### config.mk
export PLATFORM = sky130hd
export DESIGN_NAME = fmmn_ctrl
export DESIGN_NICKNAME = d
export VERILOG_FILES = /design/src/design/fmmn_pkg.sv /design/src/design/fmmn_ctrl.sv
export SDC_FILE = /design/constraint.sdc
export NUM_CORES = 1
export LEC_CHECK = 0
export ABC_CLOCK_PERIOD_IN_PS = 2400
export BUFFER_PORTS_ARGS = -buffer_cell sky130_fd_sc_hd__buf_2
export CAP_MARGIN = 20
export CELL_PAD_IN_SITES_DETAIL_PLACEMENT = 1
export CELL_PAD_IN_SITES_GLOBAL_PLACEMENT = 2
export CORE_AREA = 2 2 39 41
export CTS_CLUSTER_DIAMETER = 40
export DETAILED_ROUTE_END_ITERATION = 8
export DIE_AREA = 0 0 41 43
export GPL_ROUTABILITY_DRIVEN = 1
export PLACE_DENSITY_LB_ADDON = 0.1
export SLEW_MARGIN = 20
export SYNTH_ARGS = -nofsm -noshare
export SYNTH_HDL_FRONTEND = slang
export SYNTH_SLANG_ARGS = --single-unit
### constraint.sdc
create_clock -name clk -period 2.4 [get_ports clk]
set_input_delay 0.24 -clock clk [delete_from_list [all_inputs] [get_ports clk]]
set_output_delay 0.24 -clock clk [all_outputs]
set_load 0.01 [all_outputs]
### src/design/fmmn_pkg.sv
// Shared constants, types and controller/datapath links for the frame min-max normalizer.
`default_nettype none

package fmmn_pkg;

  localparam int MAX_DIM_DEF     = 256;
  localparam int SAMPLE_BITS_DEF = 24;

  // Output pixel word width and scale.
  localparam int PIX_BITS  = 24;
  localparam int QUOT_BITS = 8;                   // scaled range 0..255
  localparam int STEP_BITS = $clog2(QUOT_BITS);

  // Configuration port.
  localparam int CFG_INDEX_BITS = 2;
  localparam int CFG_DATA_BITS  = 9;
  localparam logic [CFG_INDEX_BITS-1:0] REG_FRAME_COLUMNS = 2'd0;
  localparam logic [CFG_INDEX_BITS-1:0] REG_FRAME_ROWS    = 2'd1;
  localparam logic [CFG_DATA_BITS-1:0]  DIM_RESET         = 9'd256;

  // Item function codes.
  localparam logic FUNC_LOAD = 1'b0;
  localparam logic FUNC_EMIT = 1'b1;

  typedef enum logic [1:0] {
    ST_IDLE,
    ST_SETUP,
    ST_DIV,
    ST_HOLD
  } state_t;

  typedef struct packed {
    logic load;       // store sample, update extremes
    logic emit;       // read next pixel, advance emit count
    logic setup;      // load divider from read data
    logic div_step;   // one restoring-division step
    logic out_load;   // write output register
  } cmd_t;

  typedef struct packed {
    logic emit_ok;    // frame complete and pixels remain
    logic flat;       // min equals max
    logic last_step;  // divider on its final step
    logic out_free;   // output register can take a word
  } status_t;

endpackage

`default_nettype wire

### src/design/fmmn_ctrl.sv
// Controller state machine: input handshake and sequencing of read, divide and output.
`default_nettype none

module fmmn_ctrl (
  input  wire logic              clk,
  input  wire logic              rst,
  input  wire logic              in_valid,
  input  wire logic              in_func,
  output logic                   in_ready,
  input  wire fmmn_pkg::status_t status,
  output fmmn_pkg::cmd_t         cmd
);

  fmmn_pkg::state_t state;
  fmmn_pkg::state_t state_next;

  always_ff @(posedge clk) begin
    if (rst) begin
      state <= fmmn_pkg::ST_IDLE;
    end else begin
      state <= state_next;
    end
  end

  always_comb begin
    state_next = state;
    unique case (state)
      fmmn_pkg::ST_IDLE: begin
        if (in_valid && (in_func == fmmn_pkg::FUNC_EMIT) && status.emit_ok) begin
          state_next = fmmn_pkg::ST_SETUP;
        end
      end
      fmmn_pkg::ST_SETUP: begin
        state_next = status.flat ? fmmn_pkg::ST_HOLD : fmmn_pkg::ST_DIV;
      end
      fmmn_pkg::ST_DIV: begin
        if (status.last_step) begin
          state_next = fmmn_pkg::ST_HOLD;
        end
      end
      fmmn_pkg::ST_HOLD: begin
        if (status.out_free) begin
          state_next = fmmn_pkg::ST_IDLE;
        end
      end
      default: state_next = fmmn_pkg::ST_IDLE;
    endcase
  end

  always_comb begin
    in_ready     = (state == fmmn_pkg::ST_IDLE);
    cmd.load     = in_ready && in_valid && (in_func == fmmn_pkg::FUNC_LOAD);
    cmd.emit     = in_ready && in_valid && (in_func == fmmn_pkg::FUNC_EMIT) && status.emit_ok;
    cmd.setup    = (state == fmmn_pkg::ST_SETUP);
    cmd.div_step = (state == fmmn_pkg::ST_DIV);
    cmd.out_load = (state == fmmn_pkg::ST_HOLD) && status.out_free;
  end

endmodule

`default_nettype wire

After elaboration in Yosys (flattened, before gate mapping)
Index checks and enable logic that the tools add are counted.
- flip-flop bits (word level): 2
- bits in latches: 0
- bits in writable memories: 0
- ROM bits: 0
- output and inout bits: 6
- word-level logic and storage cells: 22
- memories: 0
- $add $sub $neg: 0
- $mul: 0
- div/mod/pow operators: 0
- magnitude comparators: 0
- equal/unequal tests: 6
- shift operators: 0
- multiplexer cells: 5
- bitwise gates (word level): 1
- reduce and logical (&&, ||, !) cells: 9
- operators with widths (kind ; count):
    one-hot mux 2 bit (4 select lines) ; 1
    logical AND 1 bit ; 7
    2-to-1 mux 2 bit ; 3
    equality test 2 bit (second input constant) ; 2
    inequality test 2 bit (second input constant) ; 2
    AND reduction 3 bit ; 1
    equality test 2 x 1 -> 1 bit (second input constant) ; 1
    zero test 2 bit ; 1
    inequality test 2 x 1 -> 1 bit (second input constant) ; 1
    2-to-1 mux 1 bit ; 1
    NOT 1 bit ; 1

Longest topological paths before layout
- depth in word-level cells: 4
- mapped depth: 5

Worst setup path after synthesis
OpenSTA, ideal clock, no wires.
- path type: reg-to-reg
- start: register state[0]
- end: register state[0]
- setup time: 95 ps
- data arrival time: 1315 ps
- data required time: 2305 ps
- path slack: 990 ps
- cell stages (with the launch flop): 5
- buffers on the path: 0
- period minus slack after synthesis: 1410 ps
- cell sequence: dfxtp_1 -> inv_1 -> ha_1 -> a221o_1 -> a221oi_1
- RTL lines (what ; line ; RTL):
    start, declared ; fmmn_ctrl.sv:14 ; fmmn_pkg::state_t state;
    start signal, assigned ; fmmn_ctrl.sv:19 ; state <= fmmn_pkg::ST_IDLE;
    start signal, assigned ; fmmn_ctrl.sv:21 ; state <= state_next;

Worst setup path after layout
- start: register state[0]
- end: register state[0]
- word-level cells in the longest chain between the ends: 3
- RTL lines (what ; line ; RTL):
    equality test 2 bit or zero test 2 bit (tied branches) ; fmmn_ctrl.sv:27 ; unique case (state)
    inequality test 2 bit (no source line) or inequality test 2 x 1 -> 1 bit (tied branches) ; n/a ;
    AND reduction 3 bit (no source line) ; n/a ;
Parallel ways exist; a longest one is shown, timed or not.
A chain may end at the register's enable or synchronous reset.

==> results.yml <==
clocking:
  clk_pin_slew_ns: 0.03
  cts_repair_resize_count: 0
  cts_made_buffers: 3
  htree_levels: 1
  cts_max_path_buffers: 2
  clk_latency_ns: 0.22
  cts_tree: "built"
  postCtsSetupBuffers: 0
  cts_root_buf: "clkbuf_4"
  ctsHoldBuffers: 0
  cts_sinks: 2
synthesis:
  synth_top_cells_by_area: "ha_1, dfxtp_1, nand2b_1"
  synthesis.nets: 36
  ys_types: 15
  netlist_instances: 24
  netlist.area_leader.share_pct: 25.8
  synth_most_common_cell: "ha_1"
  avgSynthCellArea_um2: 8.08
  synth_edf_count: 0
  synth_common_cells: "ha_1, inv_1"
  synth_sequential_area_ratio_pct: 20.6
  synth_area_leader_cell: "ha_1"
  ys.flop_type: "dfxtp_1"
  ys_warn_count: 0
  synthArstFlopShare_pct: 0
  ys_ff_latch: 2
  syn_area_um2: 194
detailed_routing:
  drc: 0
  dr.pass1.iters: 4
  ant_nets: 0
  vias: 224
  drtIter0Drc: 4
  viasPerCell: 4.00
  drt-total-wl_um: 537
  wl_per_cell_um: 9.59
sta:
  setup_viol: 0
  finalHoldViolCount: 0
  tns_ns: 0
  drv_slew: 0
  slew_headroom_pct: 84.4
  finClkSkew_ns: 0.000795
  fin_crit_sh_pct: 61.5
  min_period_ns: 1.47
  worst_slew_pin_slew_ns: 0.232
  timing.fmax_ghz: 0.678
  grt_setup_unrepaired: "no"
worst_setup_path:
  path_cells: "inv_1 -> ha_1 -> a221o_1 -> a221oi_1"
  critPathMaxFanout: 4
  cpPeakStageDelay_ns: 0.39
  worstRegToRegCells: 4
  crit_path_end_kind: "flop"
  critical_path_class: "reg -> reg"
  cp_slowest_cell: "a221o_1"
  start_kind: "flop"
  worstPathRequired_ns: 2.53
  cp.arrival_ns: 1.60
die:
  start_util_pct: 14.0
  pin_count: 14
  num_rows: 14
  die_height_um: 43
  die_x_um: 41
  core_area_mm2: 0.00138
  dieArea_mm2: 0.00176
placement:
  gp_congestion: 0.717
  numPortBuffers: 13
  dpl.cell_count: 53
global_route:
  grt_pass1_wl_um: 855
  grt_max_degree: 6
  grt_pass1_vias: 223
  antenna_found_initial: 0
  grt-ovfl-total: 0
  track_usage_pct: 7.62
pwr:
  p_leak_nw: 0.166
  powerDensity_mw_per_mm2: 1010
  irDropWorstVdd_v: 0.000287
min_path:
  hold-path-cell-count: 2
  min_path_type: "in -> reg"
status:
  status: "completed"
finish:
  reg_top3: "state x2"
  nets: 54
  area_growth_pct: 55.5
  drive_gt1_share_pct: 40.0
  antenna_cells: 0
  top_register: "state"
  final-instance-count-excl-fill: 56
  fill_cells: 174
  largest_register_ffs: 2
flow_run:
  maxCapViolCount: 0
## per-layer routing
metal  up-vias  share of wire (%)  GRT usage (%)
met5         -                  0              0
met4         0                  0           8.00
met3         0                7.3           1.57
met2         8                 52           10.0
met1       102                 41           9.27
li1        114                  -              -
## through the flow
stage               hold slack [ns]  utilization [%]  setup WS (ns)  power (mW)  area (µm²)
global placement              0.448             20.2          0.899       0.234         279
CTS                           0.194             21.8          0.910       0.314         302
floorplan                     0.319                -          0.990       0.179         194
finish                        0.202             21.8          0.925       0.303         302
global route                  0.204             21.8          0.819       0.347         302
detailed placement            0.434             20.2          0.918       0.235         279
## logic make-up (layout without fill, tap and decap cells)
| group | count (synthesis) | count (layout) | share of synthesized area [%] |
|---|---|---|---|
| buffers and inverters | 3 | 19 | 5.81 |
| AND/OR/NAND/NOR | 10 | 10 | 26.5 |
| multiplexers | 1 | 1 | 5.16 |
| adder cells (fa/ha/maj) | 4 | 4 | 25.8 |
| flip-flops | 2 | 2 | 20.6 |
| AO/OA/AOI/OAI | 4 | 4 | 16.1 |
## cell type report
class / count / area (µm²) / area share [%]
clock buffer: 3 / 22.5 / 7.47
timing repair buffer: 13 / 65.1 / 21.6
tap: 16 / 20.0 / 6.64
inverter: 3 / 11.3 / 3.73
multi-input combinational: 19 / 143 / 47.3
sequential: 2 / 40.0 / 13.3
## layout by cell type (no fill, tap or decap)
cell      Yosys  layout
nor2b_1       1       1
dfxtp_1       2       2
a21oi_1       1       1
and3_1        1       1
a221o_1       1       1
nand2b_1      2       2
nand2_1       2       2
nand3_1       1       1
buf_2         0      13
mux2i_1       1       1
ha_1          4       4
a221oi_1      1       1
clkbuf_4      0       3
nor2_1        2       2
inv_1         3       3
a211oi_1      1       1
and2_1        1       1
## critical path, delay by kind of cell, from the launching register on
kind | cells | cell delay (ns)
compound gates | 2 | 0.68
flops | 1 | 0.36
fa+ha+maj | 1 | 0.24
buf+inv | 1 | 0.10
## final timing paths
check | from | to | slack [ns]
hold reg to reg | state[1]$_SDFFE_PP0P_ | state[1]$_SDFFE_PP0P_ | 0.54
setup reg to reg | state[0]$_SDFFE_PP0P_ | state[0]$_SDFFE_PP0P_ | 0.93
setup / recovery | state[0]$_SDFFE_PP0P_ | state[0]$_SDFFE_PP0P_ | 0.93
hold / removal | rst | state[0]$_SDFFE_PP0P_ | 0.20
## report_power, final
group          internal [mW]  switching, mW
clock network         0.0550         0.0180
registers             0.0478         0.0151
logic                 0.0767         0.0907
Note: power is estimated with default switching activity, not from simulation.
